[src/sv/sfd_pkg.sv]
// Shared constants for the SLIP frame decoder: byte codes, widths and defaults.
package sfd_pkg;

  // SLIP special byte codes
  localparam logic [7:0] CODE_END     = 8'hC0;
  localparam logic [7:0] CODE_ESC     = 8'hDB;
  localparam logic [7:0] CODE_ESC_END = 8'hDC;
  localparam logic [7:0] CODE_ESC_ESC = 8'hDD;

  // Field widths fixed by the interface
  localparam int DATA_W  = 8;
  localparam int INDEX_W = 6;
  localparam int LEN_W   = 7;
  localparam int CNT16_W = 16;

  // Defaults
  localparam int FRAME_DEPTH_DEF = 64;
  localparam logic [LEN_W-1:0] LIMIT_RESET = 7'd64;

  typedef logic [DATA_W-1:0] byte_t;

endpackage

[src/sv/sfd_frame_store.sv]
// Frame store: single-port-write, single-port-read memory with registered read data.
module sfd_frame_store
  import sfd_pkg::*;
#(
  parameter int DEPTH = FRAME_DEPTH_DEF,
  parameter int AW    = (DEPTH > 1) ? $clog2(DEPTH) : 1
) (
  input  logic          clk,
  input  logic          wr_en,
  input  logic [AW-1:0] wr_addr,
  input  byte_t         wr_data,
  input  logic          rd_en,
  input  logic [AW-1:0] rd_addr,
  output byte_t         rd_data
);

  byte_t mem [DEPTH];
  byte_t rd_data_r;

  // write port
  always_ff @(posedge clk) begin
    if (wr_en) begin
      mem[wr_addr] <= wr_data;
    end
  end

  // read port, data held until the next read
  always_ff @(posedge clk) begin
    if (rd_en) begin
      rd_data_r <= mem[rd_addr];
    end
  end

  assign rd_data = rd_data_r;

endmodule

[src/sv/slip_frame_decoder.sv]
// SLIP receive decoder top level: mode machine, counters, frame store and readout.
//
//  channel | direction | handshake           | payload
//  --------+-----------+---------------------+------------------------------------------
//  in_     | input     | in_valid / in_stall | in_rx_byte
//  out_    | output    | out_valid/out_stall | data_byte, byte_index, frame_length,
//          |           |                     | last_byte, good/bad/overrun_frames
//  cfg_    | input     | cfg_valid/cfg_ready | cfg_frame_limit
//
// Outside a readout one raw byte is taken every cycle; in_stall is high during a readout.
// A closing END starts a readout of the frame store: one memory read per cycle
// while the output does not stall, with in_stall high until the readout ends.
// Output stalls slow the readout through the single read port; a byte read from
// the store waits in its read register until the output register is free.
// Reset (rst_n low, synchronous) clears mode, counters and readout control and sets
// the limit to 64; the frame store is not cleared.
module slip_frame_decoder
  import sfd_pkg::*;
#(
  parameter int FRAME_DEPTH = FRAME_DEPTH_DEF
) (
  input  logic               clk,
  input  logic               rst_n,
  // request input
  input  logic               in_valid,
  output logic               in_stall,
  input  logic [7:0]         in_rx_byte,
  // result output
  output logic               out_valid,
  input  logic               out_stall,
  output logic [7:0]         out_data_byte,
  output logic [5:0]         out_byte_index,
  output logic [6:0]         out_frame_length,
  output logic               out_last_byte,
  output logic [15:0]        out_good_frames,
  output logic [15:0]        out_bad_frames,
  output logic [15:0]        out_overrun_frames,
  // configuration
  input  logic               cfg_valid,
  output logic               cfg_ready,
  input  logic [6:0]         cfg_frame_limit
);

  localparam int AW = (FRAME_DEPTH > 1) ? $clog2(FRAME_DEPTH) : 1;
  localparam int CW = $clog2(FRAME_DEPTH + 1);

  // decode modes
  localparam logic [1:0] MODE_WAIT = 2'd0;
  localparam logic [1:0] MODE_RECV = 2'd1;
  localparam logic [1:0] MODE_ESC  = 2'd2;

  // sequencer states
  localparam logic SEQ_RUN  = 1'b0;
  localparam logic SEQ_DUMP = 1'b1;

  logic [LEN_W-1:0]   limit_r;
  logic [1:0]         mode_r, mode_nxt;
  logic [CW-1:0]      count_r, count_nxt;
  logic [CNT16_W-1:0] good_r, good_nxt;
  logic [CNT16_W-1:0] bad_r, bad_nxt;
  logic [CNT16_W-1:0] over_r, over_nxt;
  logic               seq_r, seq_nxt;
  logic [CW-1:0]      len_r, len_nxt;
  logic [CW-1:0]      rd_idx_r;
  logic [CW-1:0]      pend_idx_r;
  logic               pend_r;

  logic               in_acc;
  logic               wr_en;
  byte_t              wr_data;
  logic [LEN_W-1:0]   lim_eff;
  logic               rd_en;
  logic               xfer;
  byte_t              rd_data;

  // output register
  logic               out_valid_r;
  byte_t              out_data_r;
  logic [INDEX_W-1:0] out_idx_r;
  logic [LEN_W-1:0]   out_len_r;
  logic               out_last_r;
  logic [CNT16_W-1:0] out_good_r, out_bad_r, out_over_r;

  assign in_stall  = (seq_r == SEQ_DUMP);
  assign in_acc    = in_valid && !in_stall;
  assign cfg_ready = 1'b1;

  // configuration register
  always_ff @(posedge clk) begin
    if (!rst_n) begin
      limit_r <= LIMIT_RESET;
    end else if (cfg_valid && cfg_ready) begin
      limit_r <= cfg_frame_limit;
    end
  end

  // limit clipped to the store depth
  assign lim_eff = (limit_r > LEN_W'(FRAME_DEPTH)) ? LEN_W'(FRAME_DEPTH) : limit_r;

  // decode machine: next mode, counters and store writes
  always_comb begin
    logic       do_store;
    byte_t      sbyte;
    mode_nxt = mode_r;
    count_nxt = count_r;
    good_nxt = good_r;
    bad_nxt = bad_r;
    over_nxt = over_r;
    seq_nxt = seq_r;
    len_nxt = len_r;
    wr_en = 1'b0;
    wr_data = in_rx_byte;
    do_store = 1'b0;
    sbyte = in_rx_byte;
    if (in_acc) begin
      unique case (mode_r)
        MODE_WAIT: begin
          if (in_rx_byte == CODE_END) begin
            mode_nxt = MODE_RECV;
            count_nxt = '0;
          end
        end
        MODE_RECV: begin
          if (in_rx_byte == CODE_ESC) begin
            mode_nxt = MODE_ESC;
          end else if (in_rx_byte == CODE_END) begin
            // non-empty frame closes; empty one is ignored
            if (count_r != '0) begin
              mode_nxt = MODE_WAIT;
              good_nxt = good_r + 1'b1;
              len_nxt = count_r;
              seq_nxt = SEQ_DUMP;
            end
          end else begin
            do_store = 1'b1;
          end
        end
        MODE_ESC: begin
          if (in_rx_byte == CODE_ESC_END) begin
            do_store = 1'b1;
            sbyte = CODE_END;
          end else if (in_rx_byte == CODE_ESC_ESC) begin
            do_store = 1'b1;
            sbyte = CODE_ESC;
          end else begin
            mode_nxt = MODE_WAIT;
            bad_nxt = bad_r + 1'b1;
          end
        end
        default: begin
          mode_nxt = MODE_WAIT;
          bad_nxt = bad_r + 1'b1;
        end
      endcase
      // payload byte: store or overrun
      if (do_store) begin
        if (LEN_W'(count_r) >= lim_eff) begin
          mode_nxt = MODE_WAIT;
          bad_nxt = bad_r + 1'b1;
          over_nxt = over_r + 1'b1;
        end else begin
          wr_en = 1'b1;
          wr_data = sbyte;
          count_nxt = count_r + 1'b1;
          mode_nxt = MODE_RECV;
        end
      end
    end
    // readout finished
    if (seq_r == SEQ_DUMP && rd_idx_r == len_r && !pend_r) begin
      seq_nxt = SEQ_RUN;
    end
  end

  // readout: pending read data moves to the output register when it is free
  assign xfer  = pend_r && (!out_valid_r || !out_stall);
  assign rd_en = (seq_r == SEQ_DUMP) && (rd_idx_r != len_r) && (!pend_r || xfer);

  always_ff @(posedge clk) begin
    if (!rst_n) begin
      mode_r <= MODE_WAIT;
      count_r <= '0;
      good_r <= '0;
      bad_r <= '0;
      over_r <= '0;
      seq_r <= SEQ_RUN;
      len_r <= '0;
      rd_idx_r <= '0;
      pend_r <= 1'b0;
    end else begin
      mode_r <= mode_nxt;
      count_r <= count_nxt;
      good_r <= good_nxt;
      bad_r <= bad_nxt;
      over_r <= over_nxt;
      seq_r <= seq_nxt;
      len_r <= len_nxt;
      if (seq_r == SEQ_RUN) begin
        rd_idx_r <= '0;
      end else if (rd_en) begin
        rd_idx_r <= rd_idx_r + 1'b1;
      end
      if (rd_en) begin
        pend_r <= 1'b1;
      end else if (xfer) begin
        pend_r <= 1'b0;
      end
    end
  end

  // index of the byte in flight from the store
  always_ff @(posedge clk) begin
    if (rd_en) begin
      pend_idx_r <= rd_idx_r;
    end
  end

  // output register valid
  always_ff @(posedge clk) begin
    if (!rst_n) begin
      out_valid_r <= 1'b0;
    end else if (xfer) begin
      out_valid_r <= 1'b1;
    end else if (!out_stall) begin
      out_valid_r <= 1'b0;
    end
  end

  // output register payload; counters are steady during readout
  always_ff @(posedge clk) begin
    if (xfer) begin
      out_data_r <= rd_data;
      out_idx_r <= INDEX_W'(pend_idx_r);
      out_len_r <= LEN_W'(len_r);
      out_last_r <= (CW'(pend_idx_r + 1'b1) == len_r);
      out_good_r <= good_r;
      out_bad_r <= bad_r;
      out_over_r <= over_r;
    end
  end

  sfd_frame_store #(
    .DEPTH (FRAME_DEPTH),
    .AW    (AW)
  ) u_store (
    .clk     (clk),
    .wr_en   (wr_en),
    .wr_addr (count_r[AW-1:0]),
    .wr_data (wr_data),
    .rd_en   (rd_en),
    .rd_addr (rd_idx_r[AW-1:0]),
    .rd_data (rd_data)
  );

  assign out_valid          = out_valid_r;
  assign out_data_byte      = out_data_r;
  assign out_byte_index     = out_idx_r;
  assign out_frame_length   = out_len_r;
  assign out_last_byte      = out_last_r;
  assign out_good_frames    = out_good_r;
  assign out_bad_frames     = out_bad_r;
  assign out_overrun_frames = out_over_r;

`ifndef SYNTHESIS
  // a read in flight only exists during readout
  a_pend_in_dump: assert property (@(posedge clk) disable iff (!rst_n)
    pend_r |-> (seq_r == SEQ_DUMP))
    else $error("store read pending outside readout");

  // the read index never passes the frame length
  a_rd_idx_bound: assert property (@(posedge clk) disable iff (!rst_n)
    (seq_r == SEQ_DUMP) |-> (rd_idx_r <= len_r))
    else $error("readout index beyond frame length");

  // the marked byte is the final position of the frame
  a_last_pos: assert property (@(posedge clk) disable iff (!rst_n)
    (out_valid_r && out_last_r) |-> ((LEN_W'(out_idx_r) + 1'b1) == out_len_r))
    else $error("last byte flag on wrong position");

  // frame store never holds more than its depth
  a_count_bound: assert property (@(posedge clk) disable iff (!rst_n)
    count_r <= CW'(FRAME_DEPTH))
    else $error("byte count beyond store depth");
`endif

endmodule
[config.mk]
export PLATFORM = sky130hd
export DESIGN_NAME = slip_frame_decoder
export DESIGN_NICKNAME = d
export VERILOG_FILES = /design/src/sv/sfd_pkg.sv /design/src/sv/sfd_frame_store.sv /design/src/sv/slip_frame_decoder.sv
export SDC_FILE = /design/constraint.sdc
export NUM_CORES = 1
export LEC_CHECK = 0
export BUFFER_PORTS_ARGS = -buffer_cell sky130_fd_sc_hd__buf_2
export CAP_MARGIN = 15
export CORE_ASPECT_RATIO = 1.1
export CORE_MARGIN = 5
export CORE_UTILIZATION = 55
export CTS_CLUSTER_SIZE = 8
export DETAILED_ROUTE_END_ITERATION = 6
export GPL_TIMING_DRIVEN = 0
export HOLD_SLACK_MARGIN = 0.06
export PLACE_DENSITY_LB_ADDON = 0.08
export SETUP_SLACK_MARGIN = 0.15
export SLEW_MARGIN = 10
export SYNTH_ARGS = -nofsm -noshare
export SYNTH_HDL_FRONTEND = slang
export SYNTH_HIERARCHICAL = 1
export SYNTH_SLANG_ARGS = --single-unit
[constraint.sdc]
create_clock -name clk -period 6.46 [get_ports clk]
set_input_delay 0.323 -clock clk [delete_from_list [all_inputs] [get_ports clk]]
set_output_delay 0.323 -clock clk [all_outputs]
set_load 0.005 [all_outputs]
# == Yosys cells after proc, flatten, opt, wreduce, memory -nomap -nowiden ==
# Memories as Yosys holds them, arrays and structs flattened. A register that Yosys moved wholly into a read port is not among the register bits.
# Index checks and enable logic that the tools add are counted.
# totals
reg_bits,158
elab_cells,106
mem_bits_rw,512
output_inout_bits,73
mem_count,1
input_bits,20
# memory_table
memory,depth,width,rd,rd_clocked_by_memory_dff,wr,line_no,text
u_store.mem,64,8,1,1,1,sfd_frame_store.sv:17,byte_t mem [DEPTH];
# classes
n_reduce_logical,21
addsub,6
n_eq_ne,15
bitwise_logic,2
n_lt_le_gt_ge,2
n_mux,40
# op_table
cell,n
$mux 16,4
$add 16x1->16 const B,3
$mux 8,6
$mux 7,5
$eq 8x8->1 const B,4
$pmux 16 s2,1
$add 7x1->7 const B,3
$mux 1,15
$eq 7x7->1,2
$mux 2,7
$ne 3x3->1 const B,3
$ne 4x4->1 const B,2
$ge 7x7->1,1
$gt 7x7->1 const B,1
$ne 7x7->1,1
$reduce_bool 7->1,1
$logic_and 1x1->1,6
$pmux 2 s3,1
$reduce_and 6->1,1
$reduce_and 5->1,1
$logic_not 1->1,4
$reduce_or 2->1,2
$reduce_and 3->1,1
$eq 2x1->1 const B,1
8 further kinds,10

# == Depth between registers and ports, before layout ==
# Gate-level depths: netlist of run 1.
# depth
word_depth,9
ltp_mapped,11
mapped_depth_nobuf,10

# == By module ==
# The synthesis of run 1 kept the hierarchy.
# by_module_without_submodules
mod,seq_area_each_um2,cells_each,n_inst,area_each_um2
sfd_frame_store,15615.0,940,1,20246.9
slip_frame_decoder,3933.8,578,1,6692.7

# == Least setup slack after synthesis of run 1 ==
# OpenSTA, ideal clock, no wires.
# synth_timing
path_type,register to register
start,register pend_r
end,"register out_bad_r[0], in the netlist out_bad_frames[0], enable pin"
required_ns,5.856
arrival_ns,5.451
stages_incl_launch_ff,2
setup_time_ns,0.604
path_buffers,0
setup_slack_ns,0.405
synth_period_minus_slack_ns,6.055
cell_sequence,dfxtp_1 > a21boi_0
# synth_via
elab_chain_cells,1
# synth_rtl
element,line_no,text
"start, declared",slip_frame_decoder.sv:66,logic pend_r;
"start signal, assigned",slip_frame_decoder.sv:189,pend_r <= 1'b0;
"start signal, assigned",slip_frame_decoder.sv:204,pend_r <= 1'b1;
"start signal, assigned",slip_frame_decoder.sv:206,pend_r <= 1'b0;
$logic_and 1x1->1,slip_frame_decoder.sv:176,assign xfer = pend_r && (!out_valid_r || !out_stall);
net xfer,slip_frame_decoder.sv:73,logic xfer;
"end signal, assigned",slip_frame_decoder.sv:237,out_bad_r <= bad_r;
"end, declared",slip_frame_decoder.sv:82,"logic [CNT16_W-1:0] out_good_r, out_bad_r, out_over_r;"
# The timed path passes the listed nets, and every way through them passes these cells.
# A chain may end at the register's enable or synchronous reset.

# == Final worst setup path of run 1 ==
# layout_timing
start,register count_r[5]
end,"memory u_store/mem[14][7] (netlist name), enable pin"
# layout_via
elab_chain_cells,6
# layout_rtl
element,line_no,text
"start, declared",slip_frame_decoder.sv:58,"logic [CW-1:0] count_r, count_nxt;"
"start signal, assigned",slip_frame_decoder.sv:192,count_r <= count_nxt;
$ge 7x7->1,slip_frame_decoder.sv:157,if (LEN_W'(count_r) >= lim_eff) begin
$mux 1,slip_frame_decoder.sv:157,
$mux 1,slip_frame_decoder.sv:156,if (do_store) begin
$mux 1,slip_frame_decoder.sv:115,if (in_acc) begin
net wr_en,slip_frame_decoder.sv:69,logic wr_en;
$mux 1,sfd_frame_store.sv:22,if (wr_en) begin
$mux 1 (implied by the code),sfd_frame_store.sv:23,mem[wr_addr] <= wr_data;
"end, declared",sfd_frame_store.sv:17,
# The timed path passes the listed nets, and every way through them passes these cells.

==> results.txt, run 1 <==
The flow ran to the end, and the final reports show no timing, DRC or antenna violations. The share of total power dissipated in the clock network is 0.476. The tree is rooted in a clkbuf_16.

The starting density of the core came out at 0.553. The highest cell delay on the worst timing path came out at 0.93 ns. The number of max-slew violations in the final report is 0. The number of warnings issued by yosys is 6. The pin count of the biggest net entering global routing came out at around 40. The average footprint of a synthesized cell is 17.7 sq um. The area of the core is between 40000 and 50000 sq um.

The worst setup path is launched from a flop. In this run the remaining antenna-violating nets after routing total 0. The count of buffer and inverter cells on the critical path is 0. The synthesized netlist contains between 70 and 80 unique library cells. The number of resized instances in the post-cts repair step came out at 0. The violation count after the first detailed-routing iteration is approximately 1600. Of all nets on the critical path, the largest fanout is 13. After synthesis the netlist holds a flip-flop and latch count of approximately 680.

Cell internal power was estimated by the tool at roughly 0.0075 W. The wire length of the first global-routing pass came out at ~95000 um. The clock latency on the worst-skew pair came out at 0.62 ns. Setup repair after global routing left no endpoint under its margin.

The relative slew slack came out at 0.280. The share of async-settable or async-resettable flops after synthesis is 0. Summing all placed instances gives a cell area of 28500 sq um. The number of enable flip-flop cells after synthesis is 597. 0 antenna diodes ended up in the layout. The CTS tree is yes. The setup TNS is 0 ns. The slew at the pin closest to its max-slew limit is roughly 1.1 ns. The routed length per placed instance came out at around 26 um.

The cell with the largest stage delay on the worst path is nor2_1. The synthesized cell area came out at 26900 sq um. Counting every instance in the synthesized netlist gives 1518.

The share of the Yosys chip area taken by registers is 0.726. The post-layout worst setup margin came out at approximately 1.7 ns. The number of buffers added on ports is 90. The initial antenna violation count came out at 0. In this run the deepest clock path goes through 3 buffers. The clock period minus final worst setup slack is 4.74 ns. Once layout is done, the placed cells without fillers occupy roughly 31000 sq um. The post-route clock skew came out at 0.0206 ns. The number of CTS-inserted buffers is 94. The max-capacitance violation count came out at 0. The switching power as a share of total power is 0.190. Of the total power, registers draw 0.512.

The average vias per placed instance came out at between 6 and 7. The area of the die is about 54000 sq um. In this run the static leakage power is between 10 and 15 nW.

The number of nets in the layout came out at between 1500 and 2000. The top-level port count is 93. Static timing analysis puts the maximum clock frequency at around 210 MHz. The floorplan die width came out at around 220 um. The tightest min-delay check is of the input pin to flop type. The number of clock sinks is between 600 and 700. By startpoint and endpoint, the worst setup path is classified as flop to flop. The layout overhead on the synthesized area is 15.8%.

The total congestion overflow after global routing came out at 0. The setup violation total in the final timing report is 0. For the worst setup path, the data arrival time is approximately 5.0 ns. The die span in y is around 240 um. The placed wire-length estimate came out at 42000 um. Routability-driven placement finished with a final weighted congestion of about 0.88. The via count of the first global-routing pass came to approximately 15000. The total detailed-routing wirelength came out at roughly 63000 um. The final route contains ~15000 vias. The iteration count of the initial detailed-routing pass is 5. Before CTS, the worst setup slack after placement is a little under 2 ns. The final critical-path share of the clock period came out at 0.733.

The worst setup path is captured at a flop. Of the cells placed in the final design, the portion with a size suffix greater than 1 is 0.226. The total routing usage reported by global routing is 0.237. Power spread over the standard cell area amounts to a little under 300 nW/um^2. For this run, the leading register cell type out of synthesis is edfxtp_1. The clock tree synthesis step divided the H-tree into 3 levels. Synthesis produced a netlist with a net count of 1557. Traced cell by cell, the critical path runs through ha_1, and2_1, a221o_1, a41oi_1, and3_1, nor2b_1, nand3_1, nor2_1. In this run the power spent charging and discharging nets is about 0.0018 W.

VDD sags by at most approximately 210 uV. The initialized floorplan defines 85 standard-cell rows. In this design, the largest share of critical-path delay is due to simple AND/OR/NAND/NOR gates. The remaining routing DRC violations is 0. Clock-pin slew was measured on the worst setup and hold paths at 0.05 ns. STA puts the critical path data required time at ~6.7 ns. The share of total power dissipated in combinational logic is 0.012. The number of hold violations in the final report is 0.
[flip-flops by register name, summed over array words and instances, names as in the netlist, 8 cells and up]
| name | flops |
|---|---|
| bad_r | 16 |
| good_r | 16 |
| out_good_frames | 16 |
| u_store/mem | 512 |
| out_overrun_frames | 16 |
| out_data_byte | 8 |
| u_store/rd_data | 8 |
| out_bad_frames | 16 |
| over_r | 16 |
[final cells by class]
cell class | count | area [sq um]
Tap cell | 652 | 816
Fill cell | 3452 | 17500
Clock buffer | 135 | 2610
Timing Repair Buffer | 111 | 773
Sequential cell | 678 | 19500
Inverter | 12 | 45.0
Buffer | 72 | 414
Clock inverter | 3 | 32.5
Multi-Input combinational cell | 756 | 6960
[synth_stat cells, types with 5 or more instances]
master     count  share of area
ha_1          19         0.0088
mux4_2       126           0.11
nor2b_1       20         0.0046
o22ai_1       10         0.0023
nand4_1       13         0.0030
nor2_1       131          0.018
buf_4         15         0.0042
o31ai_1        6         0.0017
o221ai_1      10         0.0033
a21oi_1       17         0.0032
or3_1          8         0.0019
nand3_1       51         0.0095
edfxtp_1     597           0.67
or4_1          7         0.0020
o2bb2ai_1      5         0.0016
nand2b_1      17         0.0039
a221oi_1       7         0.0023
o21a_1         6         0.0017
nor4_1         6         0.0014
nor3_1        18         0.0033
dfxtp_1       81          0.060
xor2_1        20         0.0065
mux2_2        13         0.0054
a211o_1       13         0.0042
and2_1         6         0.0014
o21ai_0        9         0.0017
xnor2_1       19         0.0062
inv_1         12         0.0017
buf_2         16         0.0030
and3_1        22         0.0051
clkbuf_1      31         0.0043
mux2i_1       47          0.017
nand2_1       58         0.0081
[final timing paths]
path	startpoint	end	slack (ns)	cells after the start
min reg2reg	u_store/rd_data[6]	out_data_byte[6]	0.42	0
max	count_r[5]	u_store/mem[14][7]	1.72	8
min	cfg_valid	limit_r[6]	0.20	2
max reg2reg	count_r[5]	u_store/mem[14][7]	1.72	8
[worst register-to-register path, stage by stage (launching register included)]
cell,delay (ns)
dfxtp_1,0.82
ha_1,0.35
and2_1,0.16
a221o_1,0.34
a41oi_1,0.44
and3_1,0.46
nor2b_1,0.30
nand3_1,0.55
nor2_1,0.93
[placed cells by master (no fill, tap or decap), drive strengths merged, types with 13 or more instances in the layout]
master,count
nand3,51
nand4,13
mux4,126
xnor2,19
xor2,20
a211o,13
buf,144
a21oi,19
edfxtp,597
mux2i,47
dfxtp,81
mux2,13
ha,19
inv,14
and3,22
nor2b,20
nand2b,17
clkbuf,166
nor2,131
nor3,18
nand2,58
[stage by stage]
step                      power, W  hold WS (ns)  utilization  instances
after floorplan            0.00490         0.400            -       1518
after global placement     0.00495         0.401        0.579       2260
final                      0.00931         0.204        0.641       2419
after CTS                  0.00940         0.155        0.640       2417
after detailed placement   0.00496         0.407        0.584       2271
after global routing       0.00961         0.209        0.641       2419
[power by group through the flow]
| stage | sequential, W | combinational [W] | clock [W] |
|---|---|---|---|
| after CTS | 0.00476 | 0.000113 | 0.00452 |
| after detailed placement | 0.00485 | 0.000109 | 0 |
| after global routing | 0.00476 | 0.000122 | 0.00473 |
| after global placement | 0.00485 | 0.0000901 | 0 |
| final | 0.00477 | 0.000113 | 0.00443 |
| after floorplan | 0.00485 | 0.0000487 | 0 |
[cell families (layout without fill, tap and decap cells)]
| logic type | Yosys count | after routing | share of synthesized area |
|---|---|---|---|
| adders and majority gates | 19 | 19 | 0.00882 |
| DFF | 678 | 678 | 0.726 |
| other | 1 | 1 | 0.000139 |
| muxes | 186 | 186 | 0.128 |
| xor gates and xnor gates | 39 | 39 | 0.0127 |
| buffers and inverters | 84 | 333 | 0.0169 |
| AOI/OAI and AO/OA | 135 | 135 | 0.0392 |
| and+or+nand+nor | 376 | 376 | 0.0684 |
[timing repair]
item                      4_1_cts  5_1_grt
setup buffers                   0        0
hold buffers                    8        0
hold endpoints to repair        9        0
[per-layer routing]
metal  vias up  track usage  part of all wire
met3       129       0.0493             0.078
met2       679        0.384              0.49
met4         2       0.0949             0.036
met1      7580        0.319              0.40
li1       6488            -                 -
met5         -      0.00896           0.00095
Power figures use the tool's default switching activity.
==> run 2: changes to the inputs <==
==> constraint.sdc (replaced) <==
create_clock -name clk -period 4 [get_ports clk]
set_input_delay 0.2 -clock clk [delete_from_list [all_inputs] [get_ports clk]]
set_output_delay 0.2 -clock clk [all_outputs]
set_load 0.005 [all_outputs]
==> results.txt, run 2 (synthesis results as in run 1) <==
Status: finished clean (unchanged). The depth of the worst register-to-register path came out at 7 (was 8). The startpoint-to-endpoint class of the critical path was flop to flop (unchanged). The floorplan die width came out at 221 um (unchanged). The pin count of the biggest net entering global routing came out at 65 (was 41).

The dominant delay contributor by cell family on the critical path is simple AND/OR/NAND/NOR gates (unchanged). The worst reg2reg path startpoint is count_r[5] (unchanged). The initial antenna violation count is 1 (was 0).

The number of CTS-inserted buffers came out at 94 (unchanged). The row count came out at 85 (unchanged). The worst min-delay path class was input pin to flop (unchanged). The slew at the pin closest to its max-slew limit was 0.990 ns (was 1.08 ns). The wire length of the first global-routing pass is 96100 um (was 94900 um).

The number of buffers added on ports came out at 90 (unchanged). The routed length per placed instance is 26.6 um (was 26.2 um). The minimum setup slack among reg-to-reg paths is 0.21 ns (was 1.72 ns).

The number of nets in the layout was 1766 (was 1764). Setup repair after global routing missed its margin: yes (was no). The relative slew slack came out at 0.340 (was 0.280). The clock slew at the register clock pins of the worst setup and hold paths is 0.05 ns (about the same). The final standard cell count with taps included and fillers excluded came out at 2422 (was 2419). The max-capacitance violation count is 0 (unchanged). The number of flip-flops in the largest register came out at 512 (unchanged).

The worst hold path depth is 3 (was 2). The startpoint of the lowest-slack hold path is cfg_valid (unchanged). The starting density of the core was 0.553 (unchanged). The area of the core is 48700 sq um (unchanged). Cell-by-cell trace of the critical path: ha_1, and2_1, a221o_1, a41oi_1, and3_2, nand3_2, nor2_2 (was ha_1, and2_1, a221o_1, a41oi_1, and3_1, nor2b_1, nand3_1, nor2_1). The via count of the first global-routing pass is 15200 (was 14900).

The total detailed-routing wirelength came out at 64400 um (was 63400 um). The number of hold violations in the final report is 0 (unchanged). The required arrival time at the worst endpoint is 4.24 ns (was 6.69 ns). The count of nets left with antenna violations after detail routing came out at 0 (unchanged). The post-route clock skew came out at 0.0170 ns (was 0.0206 ns). The top-level port count came out at 93 (unchanged). The total instance count after detailed placement came out at 2269 (was 2271).

The element type at the critical path start was a flop (unchanged). The H-tree depth is 3 (unchanged). The worst hold margin was 0.107 ns (was 0.204 ns).

The setup TNS is 0 ns (unchanged). The worst reg2reg path endpoint is u_store/mem[57][7] (was u_store/mem[14][7]). The signal arrival time at the worst endpoint came to 4.03 ns (was 4.97 ns). The number of max-slew violations in the final report came out at 0 (unchanged). The power density over the cells came out at 473 nW/um^2 (was 298 nW/um^2). The area of the die is 53500 sq um (unchanged).

The CTS tree is yes (unchanged). The count of buffer and inverter cells on the critical path is 0 (unchanged). The cell with the largest stage delay on the worst path is nor2_2 (was nor2_1). The most frequent standard cell in the layout excluding fill and tap cells is edfxtp_1 (unchanged). The peak ir drop on the vdd network is 315 uV (was 212 uV). The number of clock sinks is 678 (unchanged).

The violation count after the first detailed-routing iteration came out at 1442 (was 1636). The largest register by flop count is u_store/mem (unchanged). The hold-critical path endpoint is limit_r[2] (was limit_r[6]). The maximum count of clock buffers along a single path is 3 (unchanged).

The placed wire-length estimate came out at 42100 um (was 42000 um). The die span in y is 242 um (unchanged). The total routing usage reported by global routing came out at 0.240 (was 0.237). The clock latency on the worst-skew pair is 0.62 ns (about the same). The final weighted congestion in routability-driven placement is 0.899 (was 0.880).

The highest cell delay on the worst timing path is 0.61 ns (was 0.93 ns). The iteration count of the initial detailed-routing pass came to 5 (unchanged). The element type at the critical path end is a flop (unchanged). The average vias per placed instance came out at 6.17 (was 6.15). The detailed-route via count came out at 15000 (was 14900). The number of cells on the critical path came out at 7 (was 8). The layout overhead on the synthesized area came out at 17.3% (was 15.8%). The setup violation total in the final timing report is 0 (unchanged).

The remaining routing DRC violations is 0 (unchanged). The fraction of layout instances using a drive strength above 1 is 0.265 (was 0.226). The leakage power summed over all cells was 10.0 nW (about the same).

The number of fill cells came out at 3384 (was 3452). The clock period minus final worst setup slack was 3.79 ns (was 4.74 ns). The total congestion overflow after global routing is 0 (unchanged). The final critical-path share of the clock period is 0.946 (was 0.733). The upper clock frequency limit is 264 MHz (was 211 MHz). The root cell of the clock tree is clkbuf_16 (unchanged). Commonest cells after routing, fill and taps aside: edfxtp_1, mux4_2, buf_2, clkbuf_16, dfxtp_1 (was edfxtp_1, nor2_1, mux4_2, buf_2, clkbuf_16). The worst-path maximum fanout is 13 (unchanged).
[run 2: changes by cell type in the layout (fill, tap and decap cells not counted), moves of 3 or more]
cell,change
dlygate4sd3_1,+3
inv_6,+3
nand2_1,-3
nand2_4,+3
nand3_1,-4
nand3_2,+3
nor2_1,-56
nor2_2,+14
nor2_4,+42
[run 2: through the flow]
| step | utilization | instance area (sq um) | total power [W] | worst slack [ns] |
|---|---|---|---|---|
| final | 0.649 | 31600 | 0.0149 | 0.214 |
| after global routing | 0.649 | 31600 | 0.0154 | 0.124 |
| after CTS | 0.647 | 31500 | 0.0151 | -0.119 |
| after detailed placement | 0.584 | 28400 | 0.00800 | -0.634 |
| after global placement | 0.579 | 28200 | 0.00799 | -0.989 |
| after floorplan | - | 26900 | 0.00791 | 0.603 |
[run 2: layout make-up]
| cell class | instances | area (sq um) | share of cell area |
|---|---|---|---|
| clock buffer | 134 | 2570 | 0.0812 |
| sequential | 678 | 19600 | 0.619 |
| clock inverter | 4 | 35.0 | 0.00111 |
| multi-input combinational | 756 | 7380 | 0.234 |
| antenna | 1 | 2.50 | 0.0000792 |
| tap | 652 | 816 | 0.0258 |
| timing repair buffer | 113 | 776 | 0.0246 |
| buffer | 72 | 418 | 0.0132 |
| inverter | 12 | 45.0 | 0.00143 |
[run 2: worst min-delay path, cell delays in order]
cell      delay [ns]
clkbuf_1        0.23
mux2i_1         0.18
nor2_1          0.07
[run 2: what timing repair did]
item	CTS	global route
endpoints found under the setup margin	512	456
gates cloned	0	0
pin swaps	0	0
gates resized for setup	92	22
hold buffers	11	0
hold endpoints to repair	10	0
setup buffers	3	0
[run 2: worst max path at each step]
stage          startpoint            endpoint  slack, ns
3_3_place_gp   count_r[5]  u_store/mem[10][1]      -0.99
5_1_grt        count_r[5]  u_store/mem[17][2]       0.12
4_1_cts        count_r[0]   u_store/mem[1][2]      -0.12
2_1_floorplan  count_r[5]   u_store/mem[0][1]       0.60
6_report       count_r[5]  u_store/mem[57][7]       0.21
3_5_place_dp   count_r[5]   u_store/mem[6][2]      -0.63
[run 2: metal layers]
metal,routed length (um),GRT usage
met1,25100,0.320
met2,31800,0.397
met3,5190,0.0467
met4,2260,0.0967
met5,0,0
[run 2: power by group]
part	total [W]	internal (W)	switching, W
clock network	0.00707	0.00436	0.00271
logic	0.000184	0.0000464	0.000138
registers	0.00770	0.00769	0.00000252
total	0.0149	0.0121	0.00285
==> run 3: changes to the inputs <==
--- a/config.mk
+++ b/config.mk
@@ -7,9 +7,11 @@
 export LEC_CHECK = 0
 export BUFFER_PORTS_ARGS = -buffer_cell sky130_fd_sc_hd__buf_2
 export CAP_MARGIN = 15
+export CELL_PAD_IN_SITES_DETAIL_PLACEMENT = 1
+export CELL_PAD_IN_SITES_GLOBAL_PLACEMENT = 1
 export CORE_ASPECT_RATIO = 1.1
 export CORE_MARGIN = 5
-export CORE_UTILIZATION = 55
+export CORE_UTILIZATION = 48
 export CTS_CLUSTER_SIZE = 8
 export DETAILED_ROUTE_END_ITERATION = 6
 export GPL_TIMING_DRIVEN = 0
==> results.txt, run 3 (synthesis results as in run 1) <==
The final weighted congestion in routability-driven placement is 0.851 (was 0.899). The count of nets left with antenna violations after detail routing came to 0 (unchanged). The number of flip-flops in the largest register was 512 (unchanged). The final critical-path share of the clock period is 0.937 (was 0.946).

The row count came to 91 (was 85). The post-route clock skew was 0.0242 ns (was 0.0170 ns). The power density over the cells is 472 nW/um^2 (was 473 nW/um^2). The wire length of the first global-routing pass came to 105000 um (was 96100 um). The number of CTS-inserted buffers came out at 94 (unchanged). The leakage power summed over all cells was 10.1 nW (was 10.0 nW).

The clock period minus final worst setup slack is 3.75 ns (was 3.79 ns). The worst reg2reg path startpoint was rd_idx_r[2] (was count_r[5]). The minimum setup slack among reg-to-reg paths is 0.25 ns (was 0.21 ns). Commonest cells after routing, fill and taps aside: edfxtp_1, mux4_2, buf_2, clkbuf_16, dfxtp_1 (unchanged).

The CTS tree is yes (unchanged). The fraction of layout instances using a drive strength above 1 is 0.267 (was 0.265). The area of the core came out at 55800 sq um (was 48700 sq um). The starting density of the core came to 0.483 (was 0.553). The placed wire-length estimate is 47000 um (was 42100 um).

The root cell of the clock tree was clkbuf_16 (unchanged). The initial antenna violation count is 0 (was 1). The post-placement cell area is 28600 sq um (was 28400 sq um).

The total detailed-routing wirelength came out at 70600 um (was 64400 um). The area of all placed cells without fillers is 31700 sq um (was 31600 sq um). The worst hold margin was 0.0839 ns (was 0.107 ns).

The layout overhead on the synthesized area is 17.8% (was 17.3%). The total congestion overflow after global routing came out at 0 (unchanged). The number of max-slew violations in the final report was 0 (unchanged).

The routed length per placed instance came to 28.0 um (was 26.6 um). The clock slew at the register clock pins of the worst setup and hold paths is 0.05 ns (about the same). The peak ir drop on the vdd network is 326 uV (was 315 uV).

The signal arrival time at the worst endpoint came out at 4.07 ns (was 4.03 ns). The top-level port count was 93 (unchanged). The relative slew slack came to 0.314 (was 0.340).

The capture point of the critical path is u_store/rd_data[7] (was u_store/mem[57][7]). The worst-path maximum fanout is 10 (was 13). The die span in y came out at 258 um (was 242 um). Status: finished clean (unchanged). The beginning of the critical path was rd_idx_r[2] (was count_r[5]). The clock latency on the worst-skew pair is 0.63 ns (was 0.62 ns). The element type at the critical path end is a flop (unchanged). The detailed-route via count came out at 14900 (was 15000). The pin count of the biggest net entering global routing came to 65 (unchanged).

The most frequent standard cell in the layout excluding fill and tap cells is edfxtp_1 (unchanged). The max-capacitance violation count is 0 (unchanged). The setup violation total in the final timing report is 0 (unchanged). The startpoint-to-endpoint class of the critical path was flop to flop (unchanged). The worst reg2reg path endpoint is u_store/rd_data[7] (was u_store/mem[57][7]). The number of buffers added on ports came to 90 (unchanged). The utilization after layout is 0.569 (was 0.649).

The total routing usage reported by global routing came out at 0.231 (was 0.240). The element type at the critical path start is a flop (unchanged). The floorplan die width was 236 um (was 221 um). The number of clock sinks came out at 678 (unchanged). The remaining routing DRC violations is 0 (unchanged).

The final standard cell count with taps included and fillers excluded came out at 2518 (was 2422). The largest register by flop count is u_store/mem (unchanged). The worst min-delay path class is input pin to flop (unchanged).

The number of nets in the layout came out at 1772 (was 1766). The iteration count of the initial detailed-routing pass is 5 (unchanged). The average vias per placed instance is 5.94 (was 6.17). The violation count after the first detailed-routing iteration is 1369 (was 1442). The required arrival time at the worst endpoint came out at 4.32 ns (was 4.24 ns). The upper clock frequency limit is 267 MHz (was 264 MHz).

The maximum count of clock buffers along a single path is 3 (unchanged). The H-tree depth came to 3 (unchanged). The via count of the first global-routing pass came to 15800 (was 15200).

The number of hold violations in the final report came out at 0 (unchanged). The total instance count after detailed placement came out at 2362 (was 2269). Setup repair after global routing missed its margin: yes (unchanged).

The area of the die is 61000 sq um (was 53500 sq um). The depth of the worst register-to-register path came to 7 (unchanged). The slew at the pin closest to its max-slew limit came out at 1.03 ns (was 0.990 ns). The total chip power is 0.0150 W (was 0.0149 W).
run 3: worst min path at each step:
stage,endpoint,depth (start not counted),from
after CTS,limit_r[2],3,cfg_valid
after global placement,out_data_byte[4],0,u_store/rd_data[4]
final,limit_r[2],3,cfg_valid
after floorplan,limit_r[6],2,cfg_frame_limit[6]
after detailed placement,out_data_byte[3],0,u_store/rd_data[3]
after global routing,limit_r[5],3,cfg_valid
run 3: stage by stage:
stage | TNS [ns] | setup slack (ns)
floorplan | 0 | 0.603
global placement | -274.78 | -1.02
detailed placement | -179.98 | -0.668
CTS | -16.53 | -0.180
global route | 0 | 0.118
finish | 0 | 0.253
run 3: repair_timing:
item	CTS	global route
hold buffers	14	0
resized for setup	89	23
setup buffers	3	2
endpoints found under the setup margin	484	418
hold endpoints to repair	19	0
pin swaps	0	1
run 3: layout make-up:
class / count / area, sq um
Sequential cell: 678 / 19600
Multi-Input combinational cell: 756 / 7370
Clock inverter: 7 / 91.3
Clock buffer: 129 / 2480
Buffer: 72 / 418
Inverter: 12 / 45.0
Tap cell: 744 / 931
Fill cell: 4986 / 24000
Timing Repair Buffer: 119 / 851
Antenna cell: 1 / 2.50
run 3: per-layer routing:
layer	global-route usage	share of wire
met1	0.308	0.41
met2	0.386	0.50
met3	0.0414	0.056
met4	0.0848	0.033
met5	0	0
run 3: power by group:
part	leakage, nW	switching, W	total, W	internal (W)
registers	5.97	0.00000280	0.00770	0.00769
clock network	1.24	0.00283	0.00710	0.00426
logic	2.84	0.000145	0.000194	0.0000495
total	10.1	0.00298	0.0150	0.0120
run 3: critical path, cell delays in order (launching register included):
cell	delay [ns]
dfxtp_1	0.50
buf_2	0.30
buf_4	0.29
clkbuf_1	0.75
buf_2	0.55
mux4_2	0.42
o21ai_0	0.44
nand2_1	0.20
